===== src/hw/rtl/gbc_pkg.sv =====
// shared types, constants and helpers for the gyro bias calibrator
package gbc_pkg;

	localparam int TARGET_W = 13;
	localparam int SCALE_W = 16;
	localparam int RAW_W = 16;
	localparam int ERR_W = 8;
	localparam int STATUS_W = 2;
	localparam int OFFSET_W = 32;
	localparam int CFG_IDX_W = 1;
	localparam int CFG_DATA_W = 16;

	// fixed point shift of the offset, Q15.16 result from a Q8.8 scale
	localparam int OFFSET_SHIFT = 24;

	localparam int TARGET_CFG_MAX = (1 << TARGET_W) - 1;
	localparam int MAX_SAMPLES_DEF = 4096;
	localparam int EXTRA_ATTEMPTS_DEF = 200;

	localparam logic [TARGET_W-1:0] TARGET_RESET = 13'd1000;
	localparam logic [SCALE_W-1:0] SCALE_RESET = 16'd33536;

	// reciprocal of five, exact for inputs below 2^18
	localparam int DIV5_SHIFT = 18;
	localparam logic [DIV5_SHIFT-3:0] DIV5_MULT = 16'd52429;

	typedef enum logic {
		OP_START = 1'b0,
		OP_SAMPLE = 1'b1
	} opcode_t;

	typedef enum logic {
		KIND_PROGRESS = 1'b0,
		KIND_DONE = 1'b1
	} kind_t;

	typedef enum logic [STATUS_W-1:0] {
		ST_OK = 2'd0,
		ST_INVALID = 2'd1,
		ST_READ_ERR = 2'd2,
		ST_FAIL = 2'd3
	} status_t;

	typedef enum logic [CFG_IDX_W-1:0] {
		CFG_TARGET = 1'b0,
		CFG_SCALE = 1'b1
	} cfg_idx_t;

	typedef enum logic [1:0] {
		AXIS_X = 2'd0,
		AXIS_Y = 2'd1,
		AXIS_Z = 2'd2
	} axis_t;

	typedef struct packed {
		logic in_ready;
		logic load_prog;
		logic load_fin;
		logic div_start;
		logic div_store;
		axis_t axis;
	} gbc_cmd_t;

	typedef struct packed {
		logic in_valid;
		logic prog;
		logic fin;
		logic need_div;
		logic out_busy;
		logic div_done;
	} gbc_sts_t;

	function automatic logic [TARGET_W-1:0] div5(input logic [TARGET_W-1:0] v);
		logic [TARGET_W+DIV5_SHIFT-3:0] prod;
		prod = (TARGET_W + DIV5_SHIFT - 2)'(v) * (TARGET_W + DIV5_SHIFT - 2)'(DIV5_MULT);
		return prod[DIV5_SHIFT +: TARGET_W];
	endfunction

endpackage


===== src/hw/rtl/gbc_if.sv =====
// handshake channel interfaces: sample items, results, register writes
interface gbc_in_if;
	logic valid;
	logic ready;
	logic opcode;
	logic read_ok;
	logic [gbc_pkg::ERR_W-1:0] read_error;
	logic signed [gbc_pkg::RAW_W-1:0] raw_x;
	logic signed [gbc_pkg::RAW_W-1:0] raw_y;
	logic signed [gbc_pkg::RAW_W-1:0] raw_z;

	modport source (output valid, opcode, read_ok, read_error, raw_x, raw_y, raw_z,
		input ready);
	modport sink (input valid, opcode, read_ok, read_error, raw_x, raw_y, raw_z,
		output ready);
endinterface

interface gbc_out_if;
	logic valid;
	logic ready;
	logic kind;
	logic [gbc_pkg::STATUS_W-1:0] status;
	logic [gbc_pkg::ERR_W-1:0] error_code;
	logic [gbc_pkg::TARGET_W-1:0] good_count;
	logic signed [gbc_pkg::OFFSET_W-1:0] offset_x;
	logic signed [gbc_pkg::OFFSET_W-1:0] offset_y;
	logic signed [gbc_pkg::OFFSET_W-1:0] offset_z;
	logic last_result;

	modport source (output valid, kind, status, error_code, good_count,
		offset_x, offset_y, offset_z, last_result, input ready);
	modport sink (input valid, kind, status, error_code, good_count,
		offset_x, offset_y, offset_z, last_result, output ready);
endinterface

interface gbc_cfg_if;
	logic valid;
	logic ready;
	logic [gbc_pkg::CFG_IDX_W-1:0] index;
	logic [gbc_pkg::CFG_DATA_W-1:0] data;

	modport source (output valid, index, data, input ready);
	modport sink (input valid, index, data, output ready);
endinterface


===== src/hw/rtl/gbc_div.sv =====
// bit-serial restoring divider with sign handling and 32-bit saturation
module gbc_div #(
	parameter int SUM_W = 29,
	parameter int DEN_W = 29
) (
	input logic clk,
	input logic arst_n,
	input logic start,
	input logic signed [SUM_W-1:0] num,
	input logic [DEN_W-1:0] den,
	output logic busy,
	output logic done,
	output logic signed [gbc_pkg::OFFSET_W-1:0] quot
);
	import gbc_pkg::*;

	localparam int NUM_W = SUM_W + OFFSET_SHIFT;
	localparam int CNT_W = $clog2(NUM_W);

	logic busy_q;
	logic done_q;
	logic neg_q;
	logic [CNT_W-1:0] cnt_q;
	logic [DEN_W-1:0] rem_q;
	logic [DEN_W-1:0] den_q;
	logic [NUM_W-1:0] quo_q;

	logic [SUM_W-1:0] mag;
	logic [DEN_W:0] trial;
	logic [DEN_W:0] diff;
	logic ge;
	logic hi_nz;

	assign mag = num[SUM_W-1] ? SUM_W'(-num) : SUM_W'(num);
	assign trial = {rem_q, quo_q[NUM_W-1]};
	assign diff = trial - {1'b0, den_q};
	assign ge = trial >= {1'b0, den_q};

	always_ff @(posedge clk or negedge arst_n) begin
		if (!arst_n) begin
			busy_q <= 1'b0;
			done_q <= 1'b0;
			cnt_q <= '0;
		end else begin
			done_q <= 1'b0;
			if (start) begin
				busy_q <= 1'b1;
				cnt_q <= '0;
			end else if (busy_q) begin
				cnt_q <= cnt_q + 1'b1;
				if (cnt_q == CNT_W'(NUM_W - 1)) begin
					busy_q <= 1'b0;
					done_q <= 1'b1;
				end
			end
		end
	end

	always_ff @(posedge clk) begin
		if (start) begin
			quo_q <= {mag, {OFFSET_SHIFT{1'b0}}};
			rem_q <= '0;
			den_q <= den;
			neg_q <= num[SUM_W-1];
		end else if (busy_q) begin
			quo_q <= {quo_q[NUM_W-2:0], ge};
			rem_q <= ge ? diff[DEN_W-1:0] : trial[DEN_W-1:0];
		end
	end

	// quotient magnitude above 2^31 saturates either way
	assign hi_nz = |quo_q[NUM_W-1:OFFSET_W];

	always_comb begin
		if (neg_q) begin
			if (hi_nz || (quo_q[OFFSET_W-1] && (|quo_q[OFFSET_W-2:0])))
				quot = {1'b1, {(OFFSET_W-1){1'b0}}};
			else
				quot = OFFSET_W'(-quo_q[OFFSET_W-1:0]);
		end else begin
			if (hi_nz || quo_q[OFFSET_W-1])
				quot = {1'b0, {(OFFSET_W-1){1'b1}}};
			else
				quot = quo_q[OFFSET_W-1:0];
		end
	end

	assign busy = busy_q;
	assign done = done_q;

endmodule


===== src/hw/rtl/gbc_datapath.sv =====
// run state, per-axis sums, register file, result register and divider
module gbc_datapath #(
	parameter int MAX_SAMPLES = gbc_pkg::MAX_SAMPLES_DEF,
	parameter int EXTRA_ATTEMPTS = gbc_pkg::EXTRA_ATTEMPTS_DEF
) (
	input logic clk,
	input logic arst_n,
	gbc_in_if.sink items,
	gbc_out_if.source results,
	gbc_cfg_if.sink cfg,
	input gbc_pkg::gbc_cmd_t cmd,
	output gbc_pkg::gbc_sts_t sts
);
	import gbc_pkg::*;

	localparam int TGT_MAX = (MAX_SAMPLES < TARGET_CFG_MAX) ? MAX_SAMPLES : TARGET_CFG_MAX;
	localparam int GOOD_W = $clog2(TGT_MAX + 1);
	localparam int ATT_W = $clog2(TGT_MAX + EXTRA_ATTEMPTS + 1);
	localparam int SUM_W = $clog2(TGT_MAX) + 17;
	localparam int DEN_W = GOOD_W + SCALE_W;

	// registers and latched run settings
	logic [TARGET_W-1:0] tgt_cfg_q;
	logic [SCALE_W-1:0] scale_cfg_q;
	logic [GOOD_W-1:0] run_tgt_q;
	logic [SCALE_W-1:0] run_scale_q;
	logic [GOOD_W-1:0] step_q;
	logic prog_en_q;
	logic running_q;

	// run state
	logic signed [SUM_W-1:0] sum_x_q, sum_y_q, sum_z_q;
	logic [GOOD_W-1:0] good_q;
	logic [ATT_W-1:0] att_q;
	logic [GOOD_W-1:0] pcnt_q;
	logic [ERR_W-1:0] lerr_q;

	// outcome of the last transfer
	logic prog_q;
	logic fin_q;
	status_t fin_status_q;

	logic signed [OFFSET_W-1:0] off_x_q, off_y_q, off_z_q;
	logic [DEN_W-1:0] den_q;

	// result register
	logic out_valid_q;
	kind_t out_kind_q;
	status_t out_status_q;
	logic [ERR_W-1:0] out_err_q;
	logic [TARGET_W-1:0] out_good_q;
	logic signed [OFFSET_W-1:0] out_x_q, out_y_q, out_z_q;
	logic out_last_q;

	logic take;
	logic is_start;
	logic args_ok;
	logic [TARGET_W-1:0] tgt_sat;
	logic [GOOD_W-1:0] good_inc, good_nx, pcnt_inc;
	logic [ATT_W-1:0] att_inc, att_lim;
	logic [GOOD_W:0] min_good;
	logic [ERR_W-1:0] lerr_nx;
	logic hit_prog, end_run;
	status_t end_status;

	logic signed [SUM_W-1:0] div_num;
	logic div_busy, div_done;
	logic signed [OFFSET_W-1:0] div_quot;

	assign cfg.ready = 1'b1;
	assign items.ready = cmd.in_ready;
	assign take = items.valid && cmd.in_ready;
	assign is_start = items.opcode == OP_START;

	assign args_ok = (tgt_cfg_q != '0) && (scale_cfg_q != '0);
	assign tgt_sat = (tgt_cfg_q > TARGET_W'(TGT_MAX)) ? TARGET_W'(TGT_MAX) : tgt_cfg_q;

	assign good_inc = good_q + 1'b1;
	assign att_inc = att_q + 1'b1;
	assign pcnt_inc = pcnt_q + 1'b1;
	assign good_nx = items.read_ok ? good_inc : good_q;
	assign lerr_nx = items.read_ok ? lerr_q : items.read_error;
	assign att_lim = ATT_W'(run_tgt_q) + ATT_W'(EXTRA_ATTEMPTS);
	assign min_good = ((GOOD_W + 1)'(run_tgt_q) + 1'b1) >> 1;
	assign hit_prog = items.read_ok && prog_en_q && (pcnt_inc >= step_q);
	assign end_run = (good_nx >= run_tgt_q) || (att_inc >= att_lim);

	always_comb begin
		if ({1'b0, good_nx} >= min_good)
			end_status = ST_OK;
		else if (lerr_nx != '0)
			end_status = ST_READ_ERR;
		else
			end_status = ST_FAIL;
	end

	always_ff @(posedge clk or negedge arst_n) begin
		if (!arst_n) begin
			tgt_cfg_q <= TARGET_RESET;
			scale_cfg_q <= SCALE_RESET;
		end else if (cfg.valid) begin
			case (cfg.index)
				CFG_TARGET: tgt_cfg_q <= cfg.data[TARGET_W-1:0];
				CFG_SCALE: scale_cfg_q <= cfg.data[SCALE_W-1:0];
				default: ;
			endcase
		end
	end

	always_ff @(posedge clk or negedge arst_n) begin
		if (!arst_n) begin
			running_q <= 1'b0;
			run_tgt_q <= '0;
			run_scale_q <= '0;
			step_q <= '0;
			prog_en_q <= 1'b0;
			sum_x_q <= '0;
			sum_y_q <= '0;
			sum_z_q <= '0;
			good_q <= '0;
			att_q <= '0;
			pcnt_q <= '0;
			lerr_q <= '0;
			prog_q <= 1'b0;
			fin_q <= 1'b0;
			fin_status_q <= ST_OK;
		end else if (take) begin
			prog_q <= 1'b0;
			fin_q <= 1'b0;
			if (is_start) begin
				sum_x_q <= '0;
				sum_y_q <= '0;
				sum_z_q <= '0;
				good_q <= '0;
				att_q <= '0;
				pcnt_q <= '0;
				lerr_q <= '0;
				running_q <= args_ok;
				fin_q <= !args_ok;
				fin_status_q <= ST_INVALID;
				if (args_ok) begin
					run_tgt_q <= GOOD_W'(tgt_sat);
					run_scale_q <= scale_cfg_q;
					step_q <= GOOD_W'(div5(tgt_sat));
					prog_en_q <= tgt_sat >= TARGET_W'(5);
				end
			end else if (running_q) begin
				att_q <= att_inc;
				good_q <= good_nx;
				lerr_q <= lerr_nx;
				if (items.read_ok) begin
					sum_x_q <= sum_x_q + SUM_W'(items.raw_x);
					sum_y_q <= sum_y_q + SUM_W'(items.raw_y);
					sum_z_q <= sum_z_q + SUM_W'(items.raw_z);
					if (prog_en_q)
						pcnt_q <= hit_prog ? '0 : pcnt_inc;
				end
				prog_q <= hit_prog;
				fin_q <= end_run;
				fin_status_q <= end_status;
				if (end_run)
					running_q <= 1'b0;
			end
		end
	end

	// divisor is settled well before the controller starts a division
	always_ff @(posedge clk) begin
		den_q <= good_q * run_scale_q;
	end

	always_comb begin
		case (cmd.axis)
			AXIS_X: div_num = sum_x_q;
			AXIS_Y: div_num = sum_y_q;
			AXIS_Z: div_num = sum_z_q;
			default: div_num = sum_x_q;
		endcase
	end

	gbc_div #(
		.SUM_W(SUM_W),
		.DEN_W(DEN_W)
	) u_div (
		.clk(clk),
		.arst_n(arst_n),
		.start(cmd.div_start),
		.num(div_num),
		.den(den_q),
		.busy(div_busy),
		.done(div_done),
		.quot(div_quot)
	);

	always_ff @(posedge clk) begin
		if (cmd.div_store) begin
			case (cmd.axis)
				AXIS_X: off_x_q <= div_quot;
				AXIS_Y: off_y_q <= div_quot;
				AXIS_Z: off_z_q <= div_quot;
				default: ;
			endcase
		end
	end

	always_ff @(posedge clk or negedge arst_n) begin
		if (!arst_n) begin
			out_valid_q <= 1'b0;
		end else if (cmd.load_prog || cmd.load_fin) begin
			out_valid_q <= 1'b1;
		end else if (results.ready) begin
			out_valid_q <= 1'b0;
		end
	end

	always_ff @(posedge clk) begin
		if (cmd.load_prog) begin
			out_kind_q <= KIND_PROGRESS;
			out_status_q <= ST_OK;
			out_err_q <= '0;
			out_good_q <= TARGET_W'(good_q);
			out_x_q <= '0;
			out_y_q <= '0;
			out_z_q <= '0;
			out_last_q <= !fin_q;
		end else if (cmd.load_fin) begin
			out_kind_q <= KIND_DONE;
			out_status_q <= fin_status_q;
			out_err_q <= (fin_status_q == ST_READ_ERR) ? lerr_q : '0;
			out_good_q <= TARGET_W'(good_q);
			out_x_q <= (fin_status_q == ST_OK) ? off_x_q : '0;
			out_y_q <= (fin_status_q == ST_OK) ? off_y_q : '0;
			out_z_q <= (fin_status_q == ST_OK) ? off_z_q : '0;
			out_last_q <= 1'b1;
		end
	end

	assign results.valid = out_valid_q;
	assign results.kind = out_kind_q;
	assign results.status = out_status_q;
	assign results.error_code = out_err_q;
	assign results.good_count = out_good_q;
	assign results.offset_x = out_x_q;
	assign results.offset_y = out_y_q;
	assign results.offset_z = out_z_q;
	assign results.last_result = out_last_q;

	assign sts.in_valid = items.valid;
	assign sts.prog = prog_q;
	assign sts.fin = fin_q;
	assign sts.need_div = fin_q && (fin_status_q == ST_OK);
	assign sts.out_busy = out_valid_q && !results.ready;
	assign sts.div_done = div_done;

	a_no_take_while_div: assert property (@(posedge clk) disable iff (!arst_n)
		take |-> !div_busy)
		else $error("item transfer while divider busy");

	a_good_below_target: assert property (@(posedge clk) disable iff (!arst_n)
		running_q |-> good_q < run_tgt_q)
		else $error("run still open with target reached");

	a_attempts_below_limit: assert property (@(posedge clk) disable iff (!arst_n)
		running_q |-> att_q < att_lim)
		else $error("run still open past attempt limit");

	a_done_is_last: assert property (@(posedge clk) disable iff (!arst_n)
		(results.valid && results.kind == KIND_DONE) |-> results.last_result)
		else $error("finished result not marked last");

endmodule


===== src/hw/rtl/gbc_ctrl.sv =====
// controller sequencing result emission and the per-axis divisions
module gbc_ctrl (
	input logic clk,
	input logic arst_n,
	input gbc_pkg::gbc_sts_t sts,
	output gbc_pkg::gbc_cmd_t cmd
);
	import gbc_pkg::*;

	typedef enum logic [5:0] {
		S_IDLE = 6'b000001,
		S_EVAL = 6'b000010,
		S_PROG = 6'b000100,
		S_DGO = 6'b001000,
		S_DWAIT = 6'b010000,
		S_FIN = 6'b100000
	} state_t;

	state_t state_q, state_nx;
	axis_t axis_q, axis_nx;

	always_comb begin
		state_nx = state_q;
		axis_nx = axis_q;
		cmd = '0;
		cmd.axis = axis_q;
		case (state_q)
			S_IDLE: begin
				// idle only moves on when an item transfer actually happens
				cmd.in_ready = 1'b1;
				if (sts.in_valid)
					state_nx = S_EVAL;
			end
			S_EVAL: begin
				axis_nx = AXIS_X;
				if (sts.prog)
					state_nx = S_PROG;
				else if (sts.fin)
					state_nx = sts.need_div ? S_DGO : S_FIN;
				else
					state_nx = S_IDLE;
			end
			S_PROG: begin
				if (!sts.out_busy) begin
					cmd.load_prog = 1'b1;
					if (sts.fin)
						state_nx = sts.need_div ? S_DGO : S_FIN;
					else
						state_nx = S_IDLE;
				end
			end
			S_DGO: begin
				cmd.div_start = 1'b1;
				state_nx = S_DWAIT;
			end
			S_DWAIT: begin
				if (sts.div_done) begin
					cmd.div_store = 1'b1;
					if (axis_q == AXIS_Z) begin
						state_nx = S_FIN;
					end else begin
						axis_nx = axis_t'(axis_q + 2'd1);
						state_nx = S_DGO;
					end
				end
			end
			S_FIN: begin
				if (!sts.out_busy) begin
					cmd.load_fin = 1'b1;
					state_nx = S_IDLE;
				end
			end
			default: state_nx = S_IDLE;
		endcase
	end

	always_ff @(posedge clk or negedge arst_n) begin
		if (!arst_n) begin
			state_q <= S_IDLE;
			axis_q <= AXIS_X;
		end else begin
			axis_q <= axis_nx;
			state_q <= state_nx;
		end
	end

endmodule


===== src/hw/rtl/gyro_bias_calibrator.sv =====
// gyro bias calibrator top level
//
//  channel  | dir | payload
//  ---------+-----+---------------------------------------------------------
//  items    | in  | opcode, read_ok, read_error, raw_x, raw_y, raw_z
//  results  | out | kind, status, error_code, good_count, offset_x/y/z, last_result
//  cfg      | in  | index (0 target_samples, 1 scale_lsb_per_dps), data
//
// one item at a time: a start or a sample is evaluated before the next item is taken,
// and each result is loaded into the result register; a successful end also runs the
// shared bit-serial divider once per axis, with SUM_W = clog2(target max) + 17.
// arst_n clears the run state and loads the register reset values.
// items keep flowing while a result waits; a stalled result only holds the
// block once the next result is due, until the result register frees up.
module gyro_bias_calibrator #(
	parameter int MAX_SAMPLES = gbc_pkg::MAX_SAMPLES_DEF,
	parameter int EXTRA_ATTEMPTS = gbc_pkg::EXTRA_ATTEMPTS_DEF
) (
	input logic clk,
	input logic arst_n,
	gbc_in_if.sink items,
	gbc_out_if.source results,
	gbc_cfg_if.sink cfg
);
	import gbc_pkg::*;

	gbc_cmd_t cmd;
	gbc_sts_t sts;

	gbc_ctrl u_ctrl (
		.clk(clk),
		.arst_n(arst_n),
		.sts(sts),
		.cmd(cmd)
	);

	gbc_datapath #(
		.MAX_SAMPLES(MAX_SAMPLES),
		.EXTRA_ATTEMPTS(EXTRA_ATTEMPTS)
	) u_datapath (
		.clk(clk),
		.arst_n(arst_n),
		.items(items),
		.results(results),
		.cfg(cfg),
		.cmd(cmd),
		.sts(sts)
	);

endmodule


===== src/flat_wrapper.sv =====
// flat-port wrapper written by rule: the top's interface ports become plain ports
module gyro_bias_calibrator_flat import gbc_pkg::*;
#(
	parameter int MAX_SAMPLES = gbc_pkg::MAX_SAMPLES_DEF,
	parameter int EXTRA_ATTEMPTS = gbc_pkg::EXTRA_ATTEMPTS_DEF
)
  (clk, arst_n, items_valid, items_opcode, items_read_ok, items_read_error, items_raw_x, items_raw_y, items_raw_z, items_ready, results_valid, results_kind, results_status, results_error_code, results_good_count, results_offset_x, results_offset_y, results_offset_z, results_last_result, results_ready, cfg_valid, cfg_index, cfg_data, cfg_ready);
  gbc_in_if items_i ();
  gbc_out_if results_i ();
  gbc_cfg_if cfg_i ();
  input logic clk;
  input logic arst_n;
  input wire logic [$bits(items_i.valid)-1:0] items_valid;
  input wire logic [$bits(items_i.opcode)-1:0] items_opcode;
  input wire logic [$bits(items_i.read_ok)-1:0] items_read_ok;
  input wire logic [$bits(items_i.read_error)-1:0] items_read_error;
  input wire logic [$bits(items_i.raw_x)-1:0] items_raw_x;
  input wire logic [$bits(items_i.raw_y)-1:0] items_raw_y;
  input wire logic [$bits(items_i.raw_z)-1:0] items_raw_z;
  output wire logic [$bits(items_i.ready)-1:0] items_ready;
  output wire logic [$bits(results_i.valid)-1:0] results_valid;
  output wire logic [$bits(results_i.kind)-1:0] results_kind;
  output wire logic [$bits(results_i.status)-1:0] results_status;
  output wire logic [$bits(results_i.error_code)-1:0] results_error_code;
  output wire logic [$bits(results_i.good_count)-1:0] results_good_count;
  output wire logic [$bits(results_i.offset_x)-1:0] results_offset_x;
  output wire logic [$bits(results_i.offset_y)-1:0] results_offset_y;
  output wire logic [$bits(results_i.offset_z)-1:0] results_offset_z;
  output wire logic [$bits(results_i.last_result)-1:0] results_last_result;
  input wire logic [$bits(results_i.ready)-1:0] results_ready;
  input wire logic [$bits(cfg_i.valid)-1:0] cfg_valid;
  input wire logic [$bits(cfg_i.index)-1:0] cfg_index;
  input wire logic [$bits(cfg_i.data)-1:0] cfg_data;
  output wire logic [$bits(cfg_i.ready)-1:0] cfg_ready;
  assign items_i.valid = items_valid;
  assign items_i.opcode = items_opcode;
  assign items_i.read_ok = items_read_ok;
  assign items_i.read_error = items_read_error;
  assign items_i.raw_x = items_raw_x;
  assign items_i.raw_y = items_raw_y;
  assign items_i.raw_z = items_raw_z;
  assign items_ready = items_i.ready;
  assign results_valid = results_i.valid;
  assign results_kind = results_i.kind;
  assign results_status = results_i.status;
  assign results_error_code = results_i.error_code;
  assign results_good_count = results_i.good_count;
  assign results_offset_x = results_i.offset_x;
  assign results_offset_y = results_i.offset_y;
  assign results_offset_z = results_i.offset_z;
  assign results_last_result = results_i.last_result;
  assign results_i.ready = results_ready;
  assign cfg_i.valid = cfg_valid;
  assign cfg_i.index = cfg_index;
  assign cfg_i.data = cfg_data;
  assign cfg_ready = cfg_i.ready;
  gyro_bias_calibrator #(.MAX_SAMPLES(MAX_SAMPLES), .EXTRA_ATTEMPTS(EXTRA_ATTEMPTS)) u_core (.clk(clk), .arst_n(arst_n), .items(items_i), .results(results_i), .cfg(cfg_i));
endmodule

===== config.mk =====
export PLATFORM = sky130hd
export DESIGN_NAME = gyro_bias_calibrator_flat
export DESIGN_NICKNAME = d
export VERILOG_FILES = /design/src/hw/rtl/gbc_pkg.sv /design/src/hw/rtl/gbc_if.sv /design/src/hw/rtl/gbc_div.sv /design/src/hw/rtl/gbc_datapath.sv /design/src/hw/rtl/gbc_ctrl.sv /design/src/hw/rtl/gyro_bias_calibrator.sv /design/src/flat_wrapper.sv
export SDC_FILE = /design/constraint.sdc
export NUM_CORES = 2
export LEC_CHECK = 0
export BUFFER_PORTS_ARGS = -buffer_cell sky130_fd_sc_hd__buf_2
export CAP_MARGIN = 20
export CORE_ASPECT_RATIO = 1.25
export CORE_MARGIN = 4
export CORE_UTILIZATION = 63
export CTS_CLUSTER_DIAMETER = 80
export DETAILED_ROUTE_END_ITERATION = 8
export PLACE_DENSITY = 0.87
export SLEW_MARGIN = 20
export SYNTH_ARGS = -nofsm -noshare
export SYNTH_HDL_FRONTEND = slang
export SYNTH_SLANG_ARGS = --single-unit

===== constraint.sdc =====
create_clock -name clk -period 7.55 [get_ports clk]
set_input_delay 1.51 -clock clk [delete_from_list [all_inputs] [get_ports clk]]
set_output_delay 1.51 -clock clk [all_outputs]
set_load 0.02 [all_outputs]

==> impl_metrics.ini <==
[layout]
synthToLayoutAreaGrowth_pct = 9.55
layout-drive-gt1-share = 0.103
nets = 4777
final_util = 0.695
stdcell_count = 5037
nFillCells = 4499

[yosys]
synth_cell_types = 79
synth_area_sq_um = 39300
synth.avg_cell_area_sq_um = 9.73
async_flop_share = 0.387
synthesis.instances = 4034
yosysSeqAreaShare = 0.370
ys_seq_elements = 584
ys.flop_type = dfrtp_1
synth_top_area_cell = dfrtp_1
syn_nets = 4659
synth_top_cells_by_count = inv_1, nand2_1, ha_1
synth_edf_count = 169
yosysMostFrequentCell = inv_1
yosysWarnings = 0
synth_area_leaders = dfrtp_1, edfxtp_1, ha_1, fa_1, dfxtp_1
yosys.area.top_type_share = 0.138

[sta]
setup_tns_ns = 0
setup_viol = 0
clock_skew_ns = 0.0211
period_share = 0.908
timing.final.max_slew_violations = 0
fmax_mhz = 146
hold_slack_ns = 0.402
period_needed_ns = 6.86
relSlewSlack = 0.236
rsz0062_at_grt = no
worst_slew_pin_slew_ns = 1.13
hold_violations = 0

[cts]
clk_pin_slew_ns = 0.07
clk_latency_ns = 0.64
cts_hold_buf = 0
root_buffer = clkbuf_16
clock_sink_count = 584
cts_resized = 0
numCtsBuffers = 57
cts_setup_buffers = 0
tritoncts = yes
h-tree-depth = 2
cts_max_path_buffers = 3

[routing]
vias = 30300
drc = 0
viasPerCell = 6.02
wirelength_um = 93700
final_antenna_net_count = 0
dr.pass1.iters = 6
post_drt_wl_per_cell_um = 18.6
dr.first_iter.drc_count = 2194

[min_path]
worstHoldPathType = flop to flop

[setup_path]
worstPathArrival_ns = 7.36
end_kind = flop
crit_required_ns = 8.05
criticalPathCategory = flop to flop
worst-path-max-fanout = 15
startpoint_type = flop

[power]
ir_worst_vdd_uv = 563
power.leakage_nw = 20.1
p_per_area_nw_per_um2 = 330

[global_route]
antenna_found_initial = 3
grt_pass1_wl_um = 152000
grt_pass1_vias = 30400
grt_usage = 0.279
grt_overflow = 0
grt_max_degree = 120

[floorplan]
rows = 102
pin_count = 204
die-area_sq_um = 66400
core_sq_um = 61900
initial_core_util = 0.634
die_h_um = 287
die_w_um = 231

[placement]
dp_hpwl_um = 68800
place.port_buffers = 202
place_inst = 4925
gp_congestion = 0.943

[flow_run]
maxCapViolCount = 0

[outcome]
status = finished, final reports clean
[metal layers]
layer | wire [um] | track usage | vias up
met4 | 3550 | 0.102 | 2
li1 | - | - | 14300
met1 | 36700 | 0.348 | 14700
met2 | 47000 | 0.491 | 1107
met5 | 7 | 0 | -
met3 | 6440 | 0.0425 | 242
[critical path: stages (launching register included)]
cell	delay, ns
dfrtp_1	0.46
inv_1	0.33
nand2_1	0.21
inv_1	0.19
ha_1	0.22
inv_1	0.09
fa_1	0.58
fa_1	0.58
inv_1	0.09
fa_1	0.54
inv_1	0.06
fa_1	0.53
inv_1	0.04
ha_1	0.30
a21o_1	0.18
a211oi_1	0.35
or3b_2	0.48
o211ai_1	0.25
o211ai_1	0.23
a31o_2	0.28
a21o_1	0.20
a21o_1	0.21
nor4_1	0.24
a211oi_1	0.08
[cell type report]
type	count	area, sq um	area share
Antenna cell	4	10.0	0.000233
Clock buffer	68	1560	0.0363
Clock inverter	40	514	0.0120
Inverter	438	1640	0.0382
Multi-Input combinational cell	2844	22500	0.523
Sequential cell	584	14500	0.338
Tap cell	832	1040	0.0242
Timing Repair Buffer	227	1220	0.0285
[worst paths after layout]
| kind | cells after the start | start | endpoint | slack (ns) |
|---|---|---|---|---|
| worst max register to register | 23 | u_core.u_datapath.tgt_cfg_q[12] | u_core.u_datapath.step_q[10] | 0.69 |
| worst min register to register | 0 | u_core.u_datapath.den_q[7] | u_core.u_datapath.u_div.den_q[7] | 0.40 |
| max in group asynchronous | 2 | arst_n | u_core.u_datapath.run_scale_q[14] | 5.45 |
| min in group asynchronous | 1 | arst_n | u_core.u_datapath.sum_x_q[11] | 0.91 |
| worst min-delay path | 0 | u_core.u_datapath.den_q[7] | u_core.u_datapath.u_div.den_q[7] | 0.40 |
| worst max-delay path | 23 | u_core.u_datapath.tgt_cfg_q[12] | u_core.u_datapath.step_q[10] | 0.69 |
[power breakdown]
group          total [mW]  switching [mW]  internal, mW  leakage, nW
Combinational        6.50            3.70          2.80         13.1
Sequential           4.57           0.732          3.84         6.02
Clock                3.14            1.35          1.79        0.996
Total                14.2            5.78          8.43         20.1
[cell usage in the layout (no fill, tap or decap), types with 189 or more instances in the layout]
cell type  synthesis  final
buf_2              1    201
dfxtp_1          189    189
fa_1             206    206
ha_1             339    339
dfrtp_1          216    215
a21oi_1          190    190
o21ai_0          264    264
inv_1            434    433
nand2_1          416    414
nor2_1           194    192
[logic make-up (layout without fill, tap and decap cells)]
| logic type | Yosys count | after routing | share of synthesized area |
|---|---|---|---|
| adder cells (fa/ha/maj) | 545 | 545 | 0.213 |
| flip-flops | 584 | 584 | 0.370 |
| AND/OR/NAND/NOR | 1046 | 1046 | 0.126 |
| multiplexers | 104 | 104 | 0.0281 |
| XOR/XNOR | 204 | 204 | 0.0455 |
| AO/OA/AOI/OAI | 944 | 944 | 0.159 |
| buffers and inverters | 606 | 773 | 0.0581 |
| other | 1 | 5 | 0.0000955 |
[registers in the layout, summed over array words and instances, names as in the netlist, 16 cells and up]
name                                count
u_core.u_datapath.u_div.den_q          29
u_core.u_datapath.run_scale_q          16
u_core.u_datapath.results.offset_y     32
u_core.u_datapath.scale_cfg_q          16
u_core.u_datapath.den_q                29
u_core.u_datapath.sum_z_q              29
u_core.u_datapath.sum_x_q              29
u_core.u_datapath.results.offset_x     32
u_core.u_datapath.u_div.quo_q          53
u_core.u_datapath.off_x_q              32
u_core.u_datapath.sum_y_q              29
u_core.u_datapath.off_z_q              32
u_core.u_datapath.u_div.rem_q          29
u_core.u_datapath.results.offset_z     32
u_core.u_datapath.off_y_q              32
[stage by stage]
stage	worst slack [ns]	instance area [sq um]	power, mW
4_1_cts	0.737	43000	14.2
6_report	0.691	43000	14.2
3_5_place_dp	0.766	40900	11.0
2_1_floorplan	1.16	39300	9.45
3_3_place_gp	0.923	40900	10.7
5_1_grt	0.355	43000	15.3
Note: power is estimated with default switching activity, not from simulation.
